$ cat src/sv/ftl_pkg.sv
// Package for the flow table lookup with aging block: sizes, codes and types.
// No dependencies; used by every module of the block.
`timescale 1ns / 1ps
`default_nettype none
package ftl_pkg;
  localparam int TableDepth = 64;
  localparam int IdxBits = $clog2(TableDepth);
  localparam int PtrBits = IdxBits + 1;
  localparam int TimeBits = 48;
  localparam int ToBits = 48;
  localparam int KeyBits = 1 + 64 + 64 + 16 + 16;

  localparam logic [1:0] CmdLookup = 2'd0;
  localparam logic [1:0] CmdInsert = 2'd1;

  localparam logic [2:0] StHit = 3'd0;
  localparam logic [2:0] StMiss = 3'd1;
  localparam logic [2:0] StInserted = 3'd2;
  localparam logic [2:0] StFull = 3'd3;
  localparam logic [2:0] StTick = 3'd4;

  localparam logic [PtrBits-1:0] Nil = PtrBits'(TableDepth);

  typedef struct packed {
    logic                load;
    logic                tick;
    logic                insert;
    logic                rd;
    logic [PtrBits-1:0]  rd_ptr;
    logic                hit;
    logic                expire;
  } ctrl_t;

  typedef struct packed {
    logic                full;
    logic [PtrBits-1:0]  head;
    logic [PtrBits-1:0]  next;
    logic                valid;
    logic                match;
    logic                old;
  } stat_t;
endpackage
`default_nettype wire

$ cat src/sv/ftl_ctrl.sv
// Controller for the flow table: sequences insert, tick and the lookup walk.
// Depends on ftl_pkg.
`timescale 1ns / 1ps
`default_nettype none
module ftl_ctrl (
  input  wire logic          clk_i,
  input  wire logic          rst_ni,
  input  wire logic          start_i,
  input  wire logic [1:0]    cmd_i,
  input  wire ftl_pkg::stat_t stat_i,
  output ftl_pkg::ctrl_t     ctrl_o,
  output logic               busy_o,
  output logic               done_o,
  output logic [2:0]         status_o,
  output logic               hit_o
);
  import ftl_pkg::*;

  typedef enum logic [2:0] {
    SIdle = 3'b001,
    SRead = 3'b010,
    SEval = 3'b100
  } state_e;

  state_e state_q, state_d;
  logic [PtrBits-1:0] cur_q, cur_d;
  logic [PtrBits-1:0] steps_q, steps_d;
  logic done_d;
  logic [2:0] status_d;
  logic hit_d;

  always_comb begin
    state_d = state_q;
    cur_d = cur_q;
    steps_d = steps_q;
    done_d = 1'b0;
    status_d = status_o;
    hit_d = 1'b0;
    ctrl_o = '0;
    ctrl_o.rd_ptr = cur_q;
    case (state_q)
      SIdle: begin
        if (start_i) begin
          ctrl_o.load = 1'b1;
          if (cmd_i[1]) begin
            ctrl_o.tick = 1'b1;
            done_d = 1'b1;
            status_d = StTick;
          end else if (cmd_i == CmdInsert) begin
            done_d = 1'b1;
            if (stat_i.full) begin
              status_d = StFull;
            end else begin
              ctrl_o.insert = 1'b1;
              status_d = StInserted;
            end
          end else begin
            cur_d = stat_i.head;
            steps_d = '0;
            state_d = SRead;
          end
        end
      end
      SRead: begin
        if (cur_q == Nil || steps_q == PtrBits'(TableDepth)) begin
          done_d = 1'b1;
          status_d = StMiss;
          state_d = SIdle;
        end else begin
          ctrl_o.rd = 1'b1;
          state_d = SEval;
        end
      end
      SEval: begin
        steps_d = steps_q + PtrBits'(1);
        if (!stat_i.valid) begin
          done_d = 1'b1;
          status_d = StMiss;
          state_d = SIdle;
        end else if (stat_i.match) begin
          ctrl_o.hit = 1'b1;
          done_d = 1'b1;
          hit_d = 1'b1;
          status_d = StHit;
          state_d = SIdle;
        end else begin
          ctrl_o.expire = stat_i.old;
          cur_d = stat_i.next;
          state_d = SRead;
        end
      end
      default: state_d = SIdle;
    endcase
  end

  always_ff @(posedge clk_i or negedge rst_ni) begin
    if (!rst_ni) begin
      state_q <= SIdle;
      cur_q <= Nil;
      steps_q <= '0;
      done_o <= 1'b0;
      status_o <= StMiss;
      hit_o <= 1'b0;
    end else begin
      state_q <= state_d;
      cur_q <= cur_d;
      steps_q <= steps_d;
      done_o <= done_d;
      status_o <= status_d;
      hit_o <= hit_d;
    end
  end

  assign busy_o = (state_q != SIdle);
endmodule
`default_nettype wire

$ cat config.mk
export PLATFORM = sky130hd
export DESIGN_NAME = ftl_ctrl
export DESIGN_NICKNAME = d
export VERILOG_FILES = /design/src/sv/ftl_pkg.sv /design/src/sv/ftl_ctrl.sv
export SDC_FILE = /design/constraint.sdc
export NUM_CORES = 1
export LEC_CHECK = 0
export ABC_CLOCK_PERIOD_IN_PS = 6000
export BUFFER_PORTS_ARGS = -buffer_cell sky130_fd_sc_hd__buf_2
export CAP_MARGIN = 20
export CORE_MARGIN = 2
export CORE_UTILIZATION = 40
export CTS_CLUSTER_DIAMETER = 60
export DETAILED_ROUTE_END_ITERATION = 10
export PLACE_DENSITY = 0.75
export SYNTH_ARGS = -nofsm -noshare
export SYNTH_HDL_FRONTEND = slang
export SYNTH_SLANG_ARGS = --single-unit
export TNS_END_PERCENT = 100
$ cat constraint.sdc
create_clock -name clk_i -period 6 [get_ports clk_i]
set_input_delay 1.2 -clock clk_i [delete_from_list [all_inputs] [get_ports clk_i]]
set_output_delay 1.2 -clock clk_i [all_outputs]
set_load 0.1 [all_outputs]
==> metrics.md <==
| Metric | Value |
|---|---|
| Result of the run | complete, no violations |
| Path type of the worst min-delay path | flip-flop to flip-flop |
| Effective utilization at floorplan | 42.2% |
| First-pass GRT wire length | 4240 um |
| Number of cells produced by synthesis | 104 |
| Area of the mapped netlist | 1160 um2 |
| Clock transition at the register clock pins on the worst setup and hold paths after CTS | 0.12 ns |
| Number of violations of the max-capacitance limit | 0 |
| IO Count | 42 |
| Count of clock tree sinks | 22 |
| Cell at the slowest stage of the critical path | sky130_fd_sc_hd__buf_2 |
| Antenna diode count | 0 |
| Clk buf depth | 2 |
| Total Routed Length | 2480 um |
| Final-report max-slew violation count | 0 |
| Cell Pwr Density | 315 nW/um2 |
| Total number of vias | 940 |
| RR Endpoint | cur_q[4] |
| Smallest hold slack | 0.524 ns |
| H-tree levels | 1 |
| Critical-path maximum fanout | 4 |
| Clock latency reported for the late side of the worst-skew pair | 0.31 ns |
| Ordered cell list for the critical path | buf_2 > nor4bb_2 > and2_1 > buf_2 |
| Number of nets in the layout | 171 |
| Worst setup EP type | output pin |
| Post-Synthesis Mean Instance Area | 11.2 um2 |
| Required time at the endpoint of the critical path | 4.80 ns |
| Synthesized netlist net count | 129 |
| Drt wl/cell | 14.1 um |
| Biggest cell delay along the critical path | 0.43 ns |
| DIE HEIGHT | 58.0 um |
| Clock Skew | 0.00111 ns |
| Number of distinct standard cells referenced by the synthesized netlist | 32 |
| Top-count cell post-synth | sky130_fd_sc_hd__dfrtp_1 |
| GRT Overall Usage | 16.3% |
| Area of the core | 2760 um2 |
| Cell types with the highest counts after synthesis | sky130_fd_sc_hd__dfrtp_1, sky130_fd_sc_hd__mux2_2, sky130_fd_sc_hd__nor2_1 |
| Unrepaired setup endpoints after global routing | no |
| Via count of the first global-routing pass | 952 |
| VDD IR-drop max | 0.362 mV |
| Setup crit end | ctrl_o[11] |
| Most area-hungry cell type in the Yosys netlist | sky130_fd_sc_hd__dfrtp_1 |
| Total leakage power | 0.000707 uW |
| Final antenna-violating net count | 0 |
| Post-route setup TNS | 0 ns |
| Number of cells upsized or downsized after cts | 0 |
| Max Clk Rate | 285 MHz |
| Worst slew slack as a fraction of its limit | 61.9% |
| Number of synthesis warnings | 0 |
| Reg2Reg Depth | 4 |
| Total clock buffers created by CTS | 3 |
| Start point of the critical path | start_i |
| Width of the die | 58.0 um |
| Final cycle utilization of the critical path | 58.5% |
| Detailed Place HPWL | 1880 um |
| Post-CTS repair timing setup buffer count | 0 |
| Layout filler cell count | 256 |
| Final design instance area without fill | 1440 um2 |
| First drt pass iteration count | 4 |
| Final-report hold violation count | 0 |
| Number of buffers inserted by port buffering | 41 |
| Global route overflow | 0 |
| Final Wtd Congestion | 0.758 |
| Arrival time of data at the critical path endpoint | 2.31 ns |
| Start of the worst register-to-register path | state_q[0] |
| Layout overhead on the synthesized area | 23.2% |
| Number of rows created at floorplan | 19 |
| Clk Tree Root Cell | sky130_fd_sc_hd__clkbuf_4 |
| Number of antenna violations at the first check in global routing | 0 |
| Most area-consuming cells after synthesis | sky130_fd_sc_hd__dfrtp_1, sky130_fd_sc_hd__mux2_2, sky130_fd_sc_hd__dfstp_2 |
| Transition time of the tightest slew-check pin | 0.567 ns |
| Share of synthesized registers carrying an async set or reset | 100% |
| DR vias/cell | 5.34 |
| Sequential cell area fraction in the yosys report | 47.6% |
| Pin count of the biggest net entering global routing | 23 |
| Worst Setup Path Type | input pin to output pin |
| Total die area | 3360 um2 |
| CP startpoint kind | input pin |
| Primary flip-flop cell chosen by synthesis mapping | sky130_fd_sc_hd__dfrtp_1 |
| Combined area of the multi-input logic cells | 578 um2 |
| Clock tree from TritonCTS | built |
| Number of DRC violations after detailed routing | 0 |
| Worst-case register-to-register setup slack | 3.76 ns |
| Total placed instance area | 1400 um2 |
| Number of flops mapped to enable cells by yosys | 0 |
| Share of layout cells above drive strength 1 | 48.3% |
| Starting DRC count in detailed routing | 46 |
| Total setup violations reported at the end of the flow | 0 |
| Most frequent CP cell | sky130_fd_sc_hd__buf_2 |
| Total area of sequential cells | 554 um2 |
| Tmin final | 3.51 ns |
| Post-synth top area share | 40.8% |
| Number of flip-flops and latches in the synthesized netlist | 22 |
| Hold buffers post-CTS | 0 |
[where the power goes]
part | total [uW] | leakage, uW | switching (uW) | internal, uW
registers | 179 | 0.000279 | 12.2 | 167
logic | 190 | 0.000407 | 154 | 35.8
clock network | 82.8 | 0.0000210 | 45.7 | 37.1
[cell type report]
| class | count | share of cell area (%) |
|---|---|---|
| Tap cell | 31 | 2.70 |
| Clock buffer | 4 | 2.53 |
| Sequential cell | 22 | 38.6 |
| Timing Repair Buffer | 42 | 14.8 |
| Inverter | 4 | 1.05 |
| Multi-Input combinational cell | 73 | 40.3 |
[logic make-up (layout without fill, tap and decap cells)]
kind of cell	Yosys count	count (layout)	synth area share [%]
AOI/OAI and AO/OA	10	10	7.52
muxes	15	15	14.5
DFF	22	22	47.6
adders and majority gates	2	2	2.15
buffers and inverters	9	50	3.76
xor gates and xnor gates	6	6	4.51
and+or+nand+nor	40	40	20.0
[cell usage in the layout (no fill, tap or decap), drive strengths merged]
cell type,synthesis,routed
nor3b,3,3
nand2,2,2
o22a,1,1
or3b,2,2
and2,1,1
and3,4,4
or3,1,1
o32ai,1,1
dfrtp,19,19
buf,4,42
nor3,1,1
a22o,1,1
nor2b,2,2
nor2,13,13
inv,4,4
dfstp,3,3
xor2,5,5
clkbuf,1,4
mux2,15,15
nand4,4,4
ha,2,2
o21bai,1,1
nor4bb,2,2
a22oi,4,4
nand2b,3,3
or2,1,1
nor4,1,1
xnor2,1,1
o21ai,2,2
[registers in the layout, indices dropped and copies added, names as in the netlist]
signal    flops
cur_q         7
status_o      3
steps_q       7
state_q       3
hit_o         1
done_o        1
[per-layer routing]
metal  wire (um)  up-vias  track usage (%)
met5           0        -                0
met1        1090      447             21.5
met4          45        0             6.64
met2        1180       39             26.9
met3         166        4             2.23
li1            -      450                -
[critical path, delay by kind of cell]
family                 cells  cell delay, ns
buffers and inverters      2            0.52
AND/OR/NAND/NOR            2            0.59
[worst min path at each step]
stage                            from          end  cells after the start
after CTS                 status_o[1]  status_o[1]                      2
after global placement    status_o[1]  status_o[1]                      2
after floorplan            steps_q[6]   steps_q[6]                      2
final                     status_o[1]  status_o[1]                      2
after detailed placement  status_o[1]  status_o[1]                      2
after global routing      status_o[1]  status_o[1]                      2
[per-stage QoR]
stage	total power, uW	util [%]	setup slack (ns)	cells
after global routing	471	52.0	2.38	176
after floorplan	337	-	0.669	104
after global placement	371	50.7	2.55	172
after CTS	456	52.0	2.48	176
after detailed placement	373	50.7	2.49	172
final	452	52.0	2.49	176
Power figures use the tool's default switching activity.
